===== src/rtl/sctan_pkg.sv =====
`default_nettype none
// ----------------------------------------------------------------------------
// sctan_pkg
// Shared constants and types for the sine, cosine and tangent unit.
// ----------------------------------------------------------------------------
package sctan_pkg;

  localparam int TERMS_DEF = 5;
  localparam int QDEPTH_DEF = 4;
  localparam int DIV_STEPS = 32;

  // Angles in unsigned Q32 radians.
  localparam logic [47:0] TWO_PI        = 48'd26986075409;
  localparam logic [47:0] THREE_HALF_PI = 48'd20239556557;
  localparam logic [47:0] PI            = 48'd13493037704;
  localparam logic [47:0] HALF_PI       = 48'd6746518852;
  localparam logic [32:0] SMALL_ANGLE   = 33'd21474836;
  localparam logic [32:0] PEAK_ANGLE    = 33'd6742223885;
  localparam logic [31:0] ONE_Q30       = 32'd1073741824;

  // Reciprocal of 2*pi, scaled by 2^20, for the quotient estimate.
  localparam logic [17:0] INV_TWO_PI = 18'((64'd1 << 52) / 64'(TWO_PI));

  localparam logic [1:0] OP_SIN   = 2'd0;
  localparam logic [1:0] OP_COS   = 2'd1;
  localparam logic [1:0] OP_TAN   = 2'd2;
  localparam logic [1:0] OP_UNDEF = 2'd3;

  // Folded angles of the sine and cosine lanes, handed from front to back.
  typedef struct packed {
    logic [1:0]  opcode;
    logic        s_neg;
    logic [32:0] s_f;
    logic        c_neg;
    logic [32:0] c_f;
  } item_t;

endpackage
`default_nettype wire


===== src/rtl/sctan_queue.sv =====
`default_nettype none
// ----------------------------------------------------------------------------
// sctan_queue
// Short queue of folded words between the front and back pipelines.
// ----------------------------------------------------------------------------
module sctan_queue #(
  parameter int DEPTH = sctan_pkg::QDEPTH_DEF
) (
  input  wire logic              clk,
  input  wire logic              rst,
  input  wire logic              push,
  input  wire sctan_pkg::item_t  wr_item,
  input  wire logic              pop,
  output logic                   full,
  output logic                   not_empty,
  output sctan_pkg::item_t       rd_item
);

  localparam int PW = (DEPTH > 1) ? $clog2(DEPTH) : 1;
  localparam int CW = $clog2(DEPTH + 1);

  sctan_pkg::item_t mem [0:DEPTH-1];
  logic [PW-1:0] wr_ptr;
  logic [PW-1:0] rd_ptr;
  logic [CW-1:0] cnt;
  logic [CW-1:0] cnt_next;

  assign full = (cnt == CW'(DEPTH));
  assign not_empty = (cnt != '0);
  assign rd_item = mem[rd_ptr];

  always_comb begin
    cnt_next = cnt;
    if (push && !pop) begin
      cnt_next = cnt + CW'(1);
    end else if (pop && !push) begin
      cnt_next = cnt - CW'(1);
    end
  end

  always_ff @(posedge clk) begin
    if (rst) begin
      wr_ptr <= '0;
      rd_ptr <= '0;
      cnt    <= '0;
    end else begin
      cnt <= cnt_next;
      if (push) begin
        wr_ptr <= (wr_ptr == PW'(DEPTH - 1)) ? '0 : wr_ptr + PW'(1);
      end
      if (pop) begin
        rd_ptr <= (rd_ptr == PW'(DEPTH - 1)) ? '0 : rd_ptr + PW'(1);
      end
    end
    if (push) begin
      mem[wr_ptr] <= wr_item;
    end
  end

`ifndef ASSERT_OFF
  a_no_overflow: assert property (@(posedge clk) disable iff (rst) !(push && full))
    else $error("queue written while full");
  a_no_underflow: assert property (@(posedge clk) disable iff (rst) !(pop && !not_empty))
    else $error("queue read while empty");
  a_count_up: assert property (@(posedge clk) disable iff (rst)
      (push && !pop) |=> (cnt == $past(cnt) + CW'(1)))
    else $error("queue count lost a word");
  a_count_bound: assert property (@(posedge clk) disable iff (rst) cnt <= CW'(DEPTH))
    else $error("queue count beyond depth");
`endif

endmodule
`default_nettype wire


===== config.mk =====
export PLATFORM = sky130hd
export DESIGN_NAME = sctan_queue
export DESIGN_NICKNAME = d
export VERILOG_FILES = /design/src/rtl/sctan_pkg.sv /design/src/rtl/sctan_queue.sv
export SDC_FILE = /design/constraint.sdc
export NUM_CORES = 1
export LEC_CHECK = 0
export BUFFER_PORTS_ARGS = -buffer_cell sky130_fd_sc_hd__clkbuf_2
export CORE_MARGIN = 3
export CORE_UTILIZATION = 41
export CTS_CLUSTER_DIAMETER = 60
export DETAILED_ROUTE_END_ITERATION = 10
export PLACE_DENSITY = 0.64
export SLEW_MARGIN = 5
export SYNTH_ARGS = -nofsm -noshare
export SYNTH_HDL_FRONTEND = slang
export SYNTH_SLANG_ARGS = --single-unit

===== constraint.sdc =====
create_clock -name clk -period 2.9 [get_ports clk]
set_input_delay 0 -clock clk [delete_from_list [all_inputs] [get_ports clk]]
set_output_delay 0 -clock clk [all_outputs]
set_load 0.02 [all_outputs]

* Word level (Yosys, flattened, before mapping) *
Memories as Yosys holds them, arrays and structs flattened. A register that Yosys moved wholly into a read port is not among the register bits.
Index checks and enable logic that the tools add are counted.

word-level totals
  flip-flop bits (word level) = 7
  bits in latches = 0
  memory bits (writable) = 280
  ROM bits = 0
  input bits = 74
  output and inout bits = 72
  memories kept = 1

cells by class
  $add $sub $neg = 4
  multipliers = 0
  divide/modulo/power cells = 0
  magnitude comparators = 0
  equal/unequal tests = 3
  shifts and indexed selects = 0
  multiplexer cells = 8
  bitwise operators = 0
  reductions and logical operators = 6

memories
  memory  words  bits a word  rd ports  clocked after memory_dff  write ports  line               text
  mem     4      70           1         1                         1            sctan_queue.sv:22  sctan_pkg::item_t mem [0:DEPTH-1];

operator list
  kind                 number
  $mux 2               4
  $mux 3               2
  $add 2x1->2 const B  2
  $eq 2x2->1 const B   2
  $add 3x1->3 const B  1
  $eq 3x3->1 const B   1
  $reduce_bool 3->1    1
  $sub 3x1->3 const B  1
  $logic_and 1x1->1    2
  $logic_not 1->1      2
  $mux 1               2
  $reduce_bool 2->1    1

* Depth between registers and ports, before layout *
  word-level depth = 4
  mapped depth = 7
  depth with buffers taken out = 7

* Worst setup path before layout *
No wires, ideal clock.

  path type = flip-flop to flip-flop
  start point = register wr_ptr[0]
  end point = memory mem[3][0] (netlist name) (enable)
  library setup time = 435 ps
  arrival time = 2188 ps
  required time = 2465 ps
  path slack = 277 ps
  stages on the path, launching flop included = 3
  clock period less this slack = 2623 ps
  cell sequence = dfxtp_1 > ha_1 > and2_1

RTL lines
  item                    line               text
  from (decl)             sctan_queue.sv:23  logic [PW-1:0] wr_ptr;
  from (signal assigned)  sctan_queue.sv:49  wr_ptr <= (wr_ptr == PW'(DEPTH - 1)) ? '0 : wr_ptr + PW'(1);
  to (decl)               sctan_queue.sv:22

No word-level cell before the write port.

==> flow_metrics.tcl <==
set metrics [dict create \
    outcome "finished, final reports clean" \
    io_buffers 145 \
    synth_top_cell_by_area "edfxtp_1" \
    synthCells 410 \
    core_sq_um 25330 \
    ys_ff_latch 289 \
    p_seq_share_pct 52.8 \
    cts-buffers-inserted 28 \
    power_switching_share_pct 21.80 \
    synth_cell_type_count 18 \
    dieArea_sq_um 27860 \
    cts_sinks 289 \
    slew_headroom_pct 60.43 \
    arrival_ns 2.26 \
    drc 0 \
    clk-insertion-delay-late_ns 0.53 \
    start_util_pct 41.92 \
    crit_type "reg -> out" \
    ios 146 \
    hold_path_startpoint "wr_item[7]" \
    async_reset_ff_share_pct 0 \
    cts_tree "built" \
    synthesis.nets 491 \
    synth-edff-count 280 \
    vias 5037 \
    yosysWarnings 0 \
    finalCriticalPeriod_ns 2.257 \
    final_nets 731 \
    slew_violations 0 \
    root_buffer "clkbuf_16" \
    h-tree-depth 1 \
    ys.flop_type "edfxtp_1" \
    synth_top_area_share_pct 79.20 \
    critPathSlowestCell "dfxtp_4" \
    cellPowerDensity_nw_per_um2 690.8 \
    fin_util_pct 52.56 \
    end_kind "output port" \
    intPower_mw 7.192 \
    gp_congestion 0.6857 \
    ys_seq_area_share_pct 80.90 \
    switching_power_mw 2.005 \
    postCtsSetupBuffers 0 \
    postSynthAreaPerCell_sq_um 25.89 \
    synth_area_leaders "edfxtp_1 (79%), mux4_2 (15%), dfxtp_1 (1.7%)" \
    vdd.ir_drop.worst_uv 392.5 \
    hpwl_um 11820 \
    fin_setup_tns_ns 0 \
    finalInstanceArea_sq_um 13310 \
    crit_end "rd_item[28]" \
    die_x_um 166.9 \
    ctsHoldBuffers 73 \
    grt_use_total_pct 14.14 \
    rsz0062_at_grt "false" \
    drive_gt1_share_pct 39.46 \
    antenna_found_initial 1 \
    p_leak_nw 4.565 \
    timing.final.crit_share_pct 77.81 \
    die_h_um 166.9 \
    cts_resized 0 \
    vias_per_cell 5.042 \
    row_count 58 \
    totalWireLength_um 19640 \
    cts_max_path_buffers 3 \
    holdWs_ns 0.2259 \
    worst-r2r-cell-count 4 \
    rr_startpoint "wr_ptr[0]" \
    worstMarginPinSlew_ns 0.5936 \
    path_clk_slew_ns 0.06 \
    total_power_mw 9.197 \
    fmax_mhz 443.2 \
    fin_skew_ns 0.01596 \
    yosys-top-cells-count "edfxtp_1 (280), mux4_2 (70), dfxtp_1 (9)" \
    wl_per_cell_um 19.65 \
    areaGrowthSynthToFinish_pct 25.40 \
    required_ns 2.90 \
    first_global_vias 5439 \
    pwr-share-comb_pct 10.3 \
    crit_path_max_fanout 21 \
    dr.first_iter.drc_count 360 \
    syn_area_sq_um 10620 \
    start_kind "flop" \
    critPathMaxStageDelay_ns 0.64 \
    grt_max_degree 39 \
    placed_cell_area_sq_um 11720 \
    power_frac_clock_pct 36.9 \
    hp-class "in -> reg" \
    gr-total-overflow 0 \
    setup_viol 0 \
    detail-route-antenna-nets 0 \
    crit_chain "buf_4 -> mux4_2 -> clkbuf_2" \
    first_pass_iters 4 \
    yosysMostFrequentCell "edfxtp_1" \
    reg2reg_slack_ns 1.12 \
    maxCapViolCount 0 \
    diodes 0 \
    finalHoldViolCount 0 \
    reg2reg_to "mem[0][9]" \
    grt_pass1_wl_um 31110 \
]
==> cell type report <==
class                           count  area [sq um]
Sequential cell                   289          8596
Tap cell                          330         412.9
Clock buffer                       35         748.2
Fill cell                        1957         12010
Inverter                            4         15.01
Timing Repair Buffer              226          1592
Clock inverter                     14         116.4
Multi-Input combinational cell    101          1833
==> through the flow <==
step	instances	worst slack, ns
floorplan	410	0.2768
global route	999	0.4547
detailed placement	877	1.077
finish	999	0.6435
global placement	877	1.099
CTS	999	0.5368
==> power groups by stage <==
stage               Combinational (mW)  Clock [mW]  Sequential [mW]
CTS                              0.967        3.51             4.86
floorplan                        0.590           0             4.91
finish                           0.943        3.40             4.86
global placement                 0.866           0             4.94
global route                      1.02        3.66             4.88
detailed placement               0.884           0             4.95
==> logic make-up after synthesis <==
| logic type | count (synthesis) | synth area share (%) |
|---|---|---|
| buf+inv | 20 | 1.933 |
| fa+ha+maj | 7 | 0.8957 |
| flops | 289 | 80.90 |
| simple gates | 15 | 0.7424 |
| mux | 74 | 15.23 |
| xor+xnor | 2 | 0.1650 |
| compound gates | 3 | 0.1414 |
==> flip-flops by register name, indices dropped and copies added (netlist names), named ones only <==
signal / flops
rd_ptr: 2
wr_ptr: 2
mem: 280
cnt: 3
==> how the worst min path moves through the flow <==
stage                       endpoint  cells past startpoint
final                      mem[1][7]                      2
after global routing       mem[1][2]                      2
after CTS                  mem[2][7]                      2
after detailed placement  mem[1][47]                      1
after global placement    mem[0][47]                      1
after floorplan               cnt[2]                      1
==> per-layer routing <==
metal	GRT usage (%)	share of wire, %
met2	23.55	49
met5	0	0.036
met1	19.43	43
met3	2.872	6.2
met4	3.407	1.9
==> worst max-delay path, delay by kind of cell, from the launching register on <==
kind | cells | cell delay (ns)
muxes | 1 | 0.57
buffers and inverters | 2 | 0.53
DFF | 1 | 0.64
==> layout by cell type, fill, tap and decap left out <==
cell type,synthesis,final
edfxtp_1,280,280
clkbuf_2,0,145
dlygate4sd3_1,0,73
mux4_2,70,70
clkbuf_16,0,29
clkinv_1,0,8
nor2_1,7,7
dfxtp_1,9,7
ha_1,6,6
clkbuf_1,0,6
buf_12,7,6
inv_1,4,4
and2_4,0,4
mux2i_1,4,4
clkinv_2,0,3
or3_1,2,2
nor3b_1,2,2
xor2_1,2,2
a21oi_1,2,2
dfxtp_4,0,2
bufinv_16,0,2
buf_4,0,2
o21ai_0,1,1
fa_1,1,1
inv_8,0,1
No activity file was read; power rests on OpenSTA's default activity.
