<file path="src/rtl/sctan_pkg.sv">
`default_nettype none
// ----------------------------------------------------------------------------
// sctan_pkg
// Shared constants and types for the sine, cosine and tangent unit.
// ----------------------------------------------------------------------------
package sctan_pkg;

  localparam int TERMS_DEF = 5;
  localparam int QDEPTH_DEF = 4;
  localparam int DIV_STEPS = 32;

  // Angles in unsigned Q32 radians.
  localparam logic [47:0] TWO_PI        = 48'd26986075409;
  localparam logic [47:0] THREE_HALF_PI = 48'd20239556557;
  localparam logic [47:0] PI            = 48'd13493037704;
  localparam logic [47:0] HALF_PI       = 48'd6746518852;
  localparam logic [32:0] SMALL_ANGLE   = 33'd21474836;
  localparam logic [32:0] PEAK_ANGLE    = 33'd6742223885;
  localparam logic [31:0] ONE_Q30       = 32'd1073741824;

  // Reciprocal of 2*pi, scaled by 2^20, for the quotient estimate.
  localparam logic [17:0] INV_TWO_PI = 18'((64'd1 << 52) / 64'(TWO_PI));

  localparam logic [1:0] OP_SIN   = 2'd0;
  localparam logic [1:0] OP_COS   = 2'd1;
  localparam logic [1:0] OP_TAN   = 2'd2;
  localparam logic [1:0] OP_UNDEF = 2'd3;

  // Folded angles of the sine and cosine lanes, handed from front to back.
  typedef struct packed {
    logic [1:0]  opcode;
    logic        s_neg;
    logic [32:0] s_f;
    logic        c_neg;
    logic [32:0] c_f;
  } item_t;

endpackage
`default_nettype wire

</file>
<file path="src/rtl/sctan_front.sv">
`default_nettype none
// ----------------------------------------------------------------------------
// sctan_front
// Takes in words, reduces both lanes modulo 2*pi and folds them by quadrant.
// ----------------------------------------------------------------------------
module sctan_front (
  input  wire logic                clk,
  input  wire logic                rst,
  input  wire logic                valid,
  output logic                     stall,
  input  wire logic signed [31:0]  angle,
  input  wire logic [1:0]          opcode,
  input  wire logic                q_full,
  output logic                     item_valid,
  output sctan_pkg::item_t         item
);

  logic en;

  logic        av;
  logic [1:0]  a_op;
  logic [47:0] a_s;
  logic [48:0] a_c;
  logic [47:0] a32;
  logic [48:0] ac;

  logic        mv;
  logic [1:0]  m_op;
  logic        m_sneg;
  logic [47:0] m_s;
  logic        m_cneg;
  logic [47:0] m_c;

  logic        qv;
  logic [1:0]  q_op;
  logic        q_sneg;
  logic [47:0] q_ms;
  logic [13:0] q_s;
  logic        q_cneg;
  logic [47:0] q_mc;
  logic [13:0] q_c;

  logic        rv;
  logic [1:0]  r_op;
  logic        r_sneg;
  logic [36:0] r_s;
  logic        r_cneg;
  logic [36:0] r_c;

  logic        cv;
  logic [1:0]  c_op;
  logic        c_sneg;
  logic [34:0] c_s;
  logic        c_cneg;
  logic [34:0] c_c;

  logic fv;
  sctan_pkg::item_t fold;
  sctan_pkg::item_t fold_next;

  function automatic logic [47:0] abs48(input logic [47:0] v);
    return v[47] ? (~v + 48'd1) : v;
  endfunction

  function automatic logic [48:0] abs49(input logic [48:0] v);
    return v[48] ? (~v + 49'd1) : v;
  endfunction

  // The estimate never exceeds the true quotient and is at most two below it.
  function automatic logic [13:0] quot_est(input logic [47:0] m);
    logic [45:0] p;
    begin
      p = 46'(m[47:20]) * 46'(sctan_pkg::INV_TWO_PI);
      return p[45:32];
    end
  endfunction

  function automatic logic [36:0] rem_est(input logic [47:0] m, input logic [13:0] q);
    logic [48:0] prod;
    logic [47:0] r;
    begin
      prod = 49'(q) * 49'(sctan_pkg::TWO_PI);
      r = m - prod[47:0];
      return r[36:0];
    end
  endfunction

  function automatic logic [34:0] rem_fix(input logic [36:0] r);
    logic [36:0] t1;
    logic [36:0] t2;
    logic [36:0] v;
    begin
      t1 = 37'(sctan_pkg::TWO_PI);
      t2 = t1 << 1;
      if (r >= t2) begin
        v = r - t2;
      end else if (r >= t1) begin
        v = r - t1;
      end else begin
        v = r;
      end
      return v[34:0];
    end
  endfunction

  function automatic logic [33:0] fold_lane(input logic neg, input logic [47:0] r);
    logic [47:0] f;
    logic n;
    begin
      n = neg;
      if (r < sctan_pkg::HALF_PI) begin
        f = r;
      end else if (r < sctan_pkg::PI) begin
        f = sctan_pkg::PI - r;
      end else if (r < sctan_pkg::THREE_HALF_PI) begin
        f = r - sctan_pkg::PI;
        n = ~neg;
      end else begin
        f = sctan_pkg::TWO_PI - r;
        n = ~neg;
      end
      return {n, f[32:0]};
    end
  endfunction

  assign en = !fv || !q_full;
  assign stall = !en;

  assign a32 = {angle, 16'h0000};
  assign ac = {a32[47], a32} + {1'b0, sctan_pkg::HALF_PI};

  always_ff @(posedge clk) begin
    if (rst) begin
      av <= 1'b0;
    end else if (en) begin
      av <= valid;
    end
    if (en) begin
      a_op <= opcode;
      a_s  <= a32;
      a_c  <= ac;
    end
  end

  always_ff @(posedge clk) begin
    if (rst) begin
      mv <= 1'b0;
    end else if (en) begin
      mv <= av;
    end
    if (en) begin
      m_op   <= a_op;
      m_sneg <= a_s[47];
      m_s    <= abs48(a_s);
      m_cneg <= a_c[48];
      m_c    <= abs49(a_c)[47:0];
    end
  end

  always_ff @(posedge clk) begin
    if (rst) begin
      qv <= 1'b0;
    end else if (en) begin
      qv <= mv;
    end
    if (en) begin
      q_op   <= m_op;
      q_sneg <= m_sneg;
      q_ms   <= m_s;
      q_s    <= quot_est(m_s);
      q_cneg <= m_cneg;
      q_mc   <= m_c;
      q_c    <= quot_est(m_c);
    end
  end

  always_ff @(posedge clk) begin
    if (rst) begin
      rv <= 1'b0;
    end else if (en) begin
      rv <= qv;
    end
    if (en) begin
      r_op   <= q_op;
      r_sneg <= q_sneg;
      r_s    <= rem_est(q_ms, q_s);
      r_cneg <= q_cneg;
      r_c    <= rem_est(q_mc, q_c);
    end
  end

  always_ff @(posedge clk) begin
    if (rst) begin
      cv <= 1'b0;
    end else if (en) begin
      cv <= rv;
    end
    if (en) begin
      c_op   <= r_op;
      c_sneg <= r_sneg;
      c_s    <= rem_fix(r_s);
      c_cneg <= r_cneg;
      c_c    <= rem_fix(r_c);
    end
  end

  always_comb begin
    fold_next.opcode = c_op;
    {fold_next.s_neg, fold_next.s_f} = fold_lane(c_sneg, 48'(c_s));
    {fold_next.c_neg, fold_next.c_f} = fold_lane(c_cneg, 48'(c_c));
  end

  always_ff @(posedge clk) begin
    if (rst) begin
      fv <= 1'b0;
    end else if (en) begin
      fv <= cv;
    end
    if (en) begin
      fold <= fold_next;
    end
  end

  assign item_valid = fv;
  assign item = fold;

endmodule
`default_nettype wire

</file>
<file path="config.mk">
export PLATFORM = sky130hd
export DESIGN_NAME = sctan_front
export DESIGN_NICKNAME = d
export VERILOG_FILES = /design/src/rtl/sctan_pkg.sv /design/src/rtl/sctan_front.sv
export SDC_FILE = /design/constraint.sdc
export NUM_CORES = 2
export LEC_CHECK = 0
export ABC_AREA = 1
export BUFFER_PORTS_ARGS = -buffer_cell sky130_fd_sc_hd__buf_2
export CAP_MARGIN = 10
export CELL_PAD_IN_SITES_DETAIL_PLACEMENT = 0
export CELL_PAD_IN_SITES_GLOBAL_PLACEMENT = 1
export CORE_MARGIN = 2
export CORE_UTILIZATION = 54
export CTS_CLUSTER_SIZE = 10
export DETAILED_ROUTE_END_ITERATION = 10
export PLACE_DENSITY = 0.87
export SLEW_MARGIN = 10
export SYNTH_ARGS = -nofsm -noshare
export SYNTH_HDL_FRONTEND = slang
export SYNTH_SLANG_ARGS = --single-unit
</file>
<file path="constraint.sdc">
create_clock -name clk -period 32.4 [get_ports clk]
set_input_delay 1.62 -clock clk [delete_from_list [all_inputs] [get_ports clk]]
set_output_delay 1.62 -clock clk [all_outputs]
set_load 0.01 [all_outputs]
</file>
=== Word-level counts from Yosys, hierarchy flattened ===
Cells that the tools add are included.

* Flip-flop bits (word level): 517
* Latch bits: 0
* Bits in writable memories: 0
* Memory bits (read-only): 0
* Bits of input ports: 38
* Output and inout port bits: 72
* Logic and storage cells: 91
* Memories: 0

* $add $sub $neg: 15
* Multiply operators: 4
* Div/mod/pow operators: 0
* Magnitude comparators: 10
* Eq/ne operators: 0
* Shift operators: 0
* Muxes and demuxes: 16
* Bitwise operators: 4
* Reduce and logical (&&, ||, !) cells: 4

{| class="wikitable"
|+ Operators with widths
! kind !! number
|-
| $mux W33 || 6
|-
| $mux W35 || 4
|-
| $sub A35 B35 Y35 const B || 4
|-
| $add A48 B1 Y48 const B || 2
|-
| $not A48 Y48 || 2
|-
| $mul A28 B17 Y45 const B || 2
|-
| $ge A37 B35 Y1 const B || 2
|-
| $ge A37 B36 Y1 const B || 2
|-
| $mul A14 B35 Y37 const B || 2
|-
| $sub A37 B37 Y37 || 2
|-
| $lt A35 B33 Y1 const B || 2
|-
| $lt A35 B34 Y1 const B || 2
|-
| $lt A35 B35 Y1 const B || 2
|-
| $sub A31 B33 Y33 const A || 2
|-
| $sub A33 B33 Y33 const A || 2
|-
| $sub A33 B33 Y33 const B || 2
|-
| $add A48 B34 Y49 const B || 1
|-
| $mux W48 || 1
|-
| $mux W47 || 1
|-
| $mux W1 || 4
|-
| $logic_not A1 Y1 || 3
|-
| $not A1 Y1 || 2
|-
| $logic_or A1 B1 Y1 || 1
|}

=== Longest topological paths before layout ===
* Depth in word-level cells: 4
* Mapped depth: 24
* Depth with buffers taken out: 24

=== Worst setup path before layout ===
OpenSTA, ideal clock, no wires.

* Kind: input to output
* From: input q_full
* To: output stall
* Data arrival time: 12711 ps
* Data required time: 30780 ps
* Slack: 18069 ps
* Cell stages on the path: 2
* Buffers on the path: 0
* Cells stage by stage: nand2_1 > inv_1

* Cells in the longest elaborated chain, start to end: 3

{| class="wikitable"
|+ Ends and longest elaborated chain
! what !! RTL line !! source
|-
| start: declaration || sctan_front.sv:13 || <nowiki>input wire logic q_full,</nowiki>
|-
| $logic_not A1 Y1 || sctan_front.sv:126 || <nowiki>assign en = !fv || !q_full;</nowiki>
|-
| $logic_or A1 B1 Y1 || sctan_front.sv:126 ||
|-
| $logic_not A1 Y1 || sctan_front.sv:127 || <nowiki>assign stall = !en;</nowiki>
|-
| end: declaration || sctan_front.sv:10 || <nowiki>output logic stall,</nowiki>
|}

Every way passes these cells.

=== Final worst setup path ===
* From: register q_c[0]
* To: register r_c[30], data pin

* Cells in the longest elaborated chain, start to end: 2

{| class="wikitable"
|+ Ends and longest elaborated chain
! what !! RTL line !! source
|-
| start: declaration || sctan_front.sv:41 || <nowiki>logic [13:0] q_c;</nowiki>
|-
| start signal: assignment || sctan_front.sv:173 || <nowiki>q_c <= quot_est(m_c);</nowiki>
|-
| $mul A14 B35 Y37 || sctan_front.sv:82 || <nowiki>prod = 49'(q) * 49'(sctan_pkg::TWO_PI);</nowiki>
|-
| $sub A37 B37 Y37 || sctan_front.sv:83 || <nowiki>r = m - prod[47:0];</nowiki>
|-
| end signal: assignment || sctan_front.sv:188 || <nowiki>r_c <= rem_est(q_mc, q_c);</nowiki>
|-
| end: declaration || sctan_front.sv:48 || <nowiki>logic [36:0] r_c;</nowiki>
|}

Every way passes these cells.
A chain may end at the register's enable or synchronous reset.

==> metrics.yaml <==
place:
  pre_cts_ws_ns: 26.15
  place_inst: 9549
  port_buffers: 109
  place_congestion: 0.951
  dp_hpwl_um: 154000
floorplanning:
  fp.dieH_um: 346
  die_area_um2: 119000
  die_w_um: 346
  io_pins: 110
  core_area_um2: 116000
  start_util_pct: 54.3
  fp-row-count: 125
job:
  cap_violations: 0
critical_path:
  crit_chain: "inv_1 > fa_1 > fa_1 > fa_1 > fa_1 > fa_1 > inv_1 > fa_1 > inv_1 > ha_1 > nand2_1 > nor3_1 > nand4_1 > nand3_1 > nand2_1 > nand2_1 > nand2_1 > nand3_1 > nand2_1"
  r2r_cells: 19
  end_kind: "flip-flop"
  regToRegEndpoint: "r_c[30]"
  path_max_fanout: 11
  setup.worst_path.start_class: "flip-flop"
  r2r_start: "q_c[0]"
  crit_top_cell: "fa_1"
  r2r_slack_ns: 26.11
  required_ns: 32.83
  cp_slowest_cell: "edfxtp_1"
  slowest_delay_ns: 0.83
  crit_type: "reg2reg"
  crit_arrival_ns: 6.72
sta:
  maxSlewHeadroom_pct: 12.2
  hold_violations: 0
  period_minus_slack_ns: 6.29
  worstMarginPinSlew_ns: 1.31
  setup_tns_ns: 0
  skew_ns: 0.0651
  rsz0062_at_grt: "no"
  max_freq_mhz: 159
  setup_slack_ns: 26.11
  period_share_pct: 19.4
  final_max_slew_viol_count: 0
  setup_viol: 0
synth:
  yosys.cell_count.top_type: "nand2_1"
  synth-edff-count: 433
  avgSynthCellArea_um2: 7.86
  synth_ff_type: "edfxtp_1"
  synth-async-reset-ratio_pct: 0
  synthCells: 8019
  synth_nets: 9402
  yosys_register_bits: 439
  ys_types: 61
  yosysTopAreaCellShare_pct: 21.5
  yosysSeqAreaShare_pct: 20.8
  synth.top_cells.by_count: "nand2_1, inv_1, nor2_1"
  synthTopCellsByArea: "fa_1, edfxtp_1, ha_1"
  ys_warn_count: 0
  syn_area_um2: 63000
  synth_area_leader_cell: "fa_1"
global_routing:
  grt_remaining_overflow: 0
  grt_max_degree: 176
  antenna_found_initial: 8
  track_usage_pct: 31.2
  grt_first_pass_wirelength_um: 293000
  grt_pass1_vias: 52510
hold_path:
  hold-path-cell-count: 0
  min_to: "q_ms[19]"
  hold_path_class: "reg2reg"
  worstHoldStart: "m_s[19]"
drt:
  wirelength_um: 185000
  drc: 0
  dr.pass1.iters: 7
  antenna_left: 0
  via_count: 52089
  initialDrtViolationCount: 3931
  vias_per_cell: 5.40
  post_drt_wl_per_cell_um: 19.2
clock_network:
  clock_path_buffers: 3
  clock_sinks: 439
  cts_resized: 0
  root_buffer: "clkbuf_16"
  cts_tree: "done"
  hold_buffers: 0
  clk_pin_slew_worst_paths_ns: 0.06
  clock_latency_ns: 0.69
  cts_made_buffers: 58
  post_cts_buffers: 0
  htreeDepth: 2
finish:
  synthToLayoutAreaGrowth_pct: 5.86
  layout.nets: 9468
  stdcell_count: 9649
  drive_gt1_share_pct: 4.31
outcome:
  outcome: "complete, no violations"
[registers in the layout, summed over array words and instances, names as in the netlist, 14 cells and up]
signal  flops
a_c        33
a_s        32
c_c        35
c_s        35
item       70
m_c        34
m_s        32
q_c        14
q_mc       23
q_ms       21
q_s        14
r_c        37
r_s        37
[stage by stage]
stage | area [um2] | utilization (%) | hold WS (ns)
final | 66700 | 57.5 | 0.391
after global routing | 66700 | 57.5 | 0.403
after CTS | 66700 | 57.5 | 0.383
after detailed placement | 64900 | 55.9 | 0.405
after global placement | 64900 | 55.9 | 0.401
after floorplan | 63000 | - | 0.400
[metal layers]
metal  track usage (%)  vias to the layer above  routed length (um)
met5                 0                        -                  86
met4              8.47                       14                5500
met3              3.53                      322                9890
met2              53.9                     1428               89500
met1              41.5                    25080               80100
li1                  -                    25245                   -
[critical path: cells and delay by family (launching register included)]
family / cells / cell delay [ns]
buffers and inverters: 3 / 0.47
adder cells (fa/ha/maj): 7 / 3.51
AND/OR/NAND/NOR: 9 / 1.24
flip-flops: 1 / 0.83
[area by class of cell]
cell class	instances	area, um2
diodes	2	5.00
clock buffers	76	1580
clock inverters	22	246
fillers	11010	49300
inverters	1774	6680
multi-input cells	5693	42500
flip-flops and latches	439	13100
well taps	1524	1910
repair buffers	119	646
[cells by family after synthesis]
logic type | Yosys count | synth area share [%]
buf+inv | 1887 | 11.7
xor+xnor | 299 | 4.15
simple gates | 3215 | 21.2
flops | 439 | 20.8
compound gates | 834 | 7.30
fa+ha+maj | 1345 | 34.8
[worst max path at each step]
stage / from / to / slack (ns)
4_1_cts: q_c[0] / r_c[30] / 26.14
3_5_place_dp: q_c[0] / r_c[30] / 26.15
5_1_grt: q_c[0] / r_c[33] / 25.70
3_3_place_gp: q_c[0] / r_c[33] / 26.17
6_report: q_c[0] / r_c[30] / 26.11
2_1_floorplan: q_full / stall / 18.07
[layout by cell type, fill, tap and decap left out, types with 8 or more instances in the layout]
| cell | instances |
|---|---|
| nand2_1 | 1841 |
| inv_1 | 1717 |
| nor2_1 | 686 |
| fa_1 | 676 |
| ha_1 | 669 |
| edfxtp_1 | 433 |
| nand3_1 | 396 |
| a21oi_1 | 303 |
| o21ai_0 | 291 |
| xor2_1 | 243 |
| buf_2 | 109 |
| nor3_1 | 85 |
| nand4_1 | 83 |
| clkbuf_16 | 59 |
| o21ai_1 | 57 |
| xnor2_1 | 56 |
| inv_2 | 48 |
| a31oi_1 | 36 |
| a21o_1 | 34 |
| nor2_2 | 28 |
| o211ai_1 | 25 |
| a21boi_0 | 21 |
| nor4_1 | 19 |
| o21bai_1 | 17 |
| nand2_2 | 17 |
| o21a_1 | 16 |
| nor2_4 | 14 |
| clkbuf_1 | 13 |
| nand3b_1 | 10 |
| o31ai_1 | 9 |
| buf_4 | 8 |
Power is left out: the tool's default activity adds up to more than one toggle a clock period on the data nets, which glitch-free logic cannot reach.
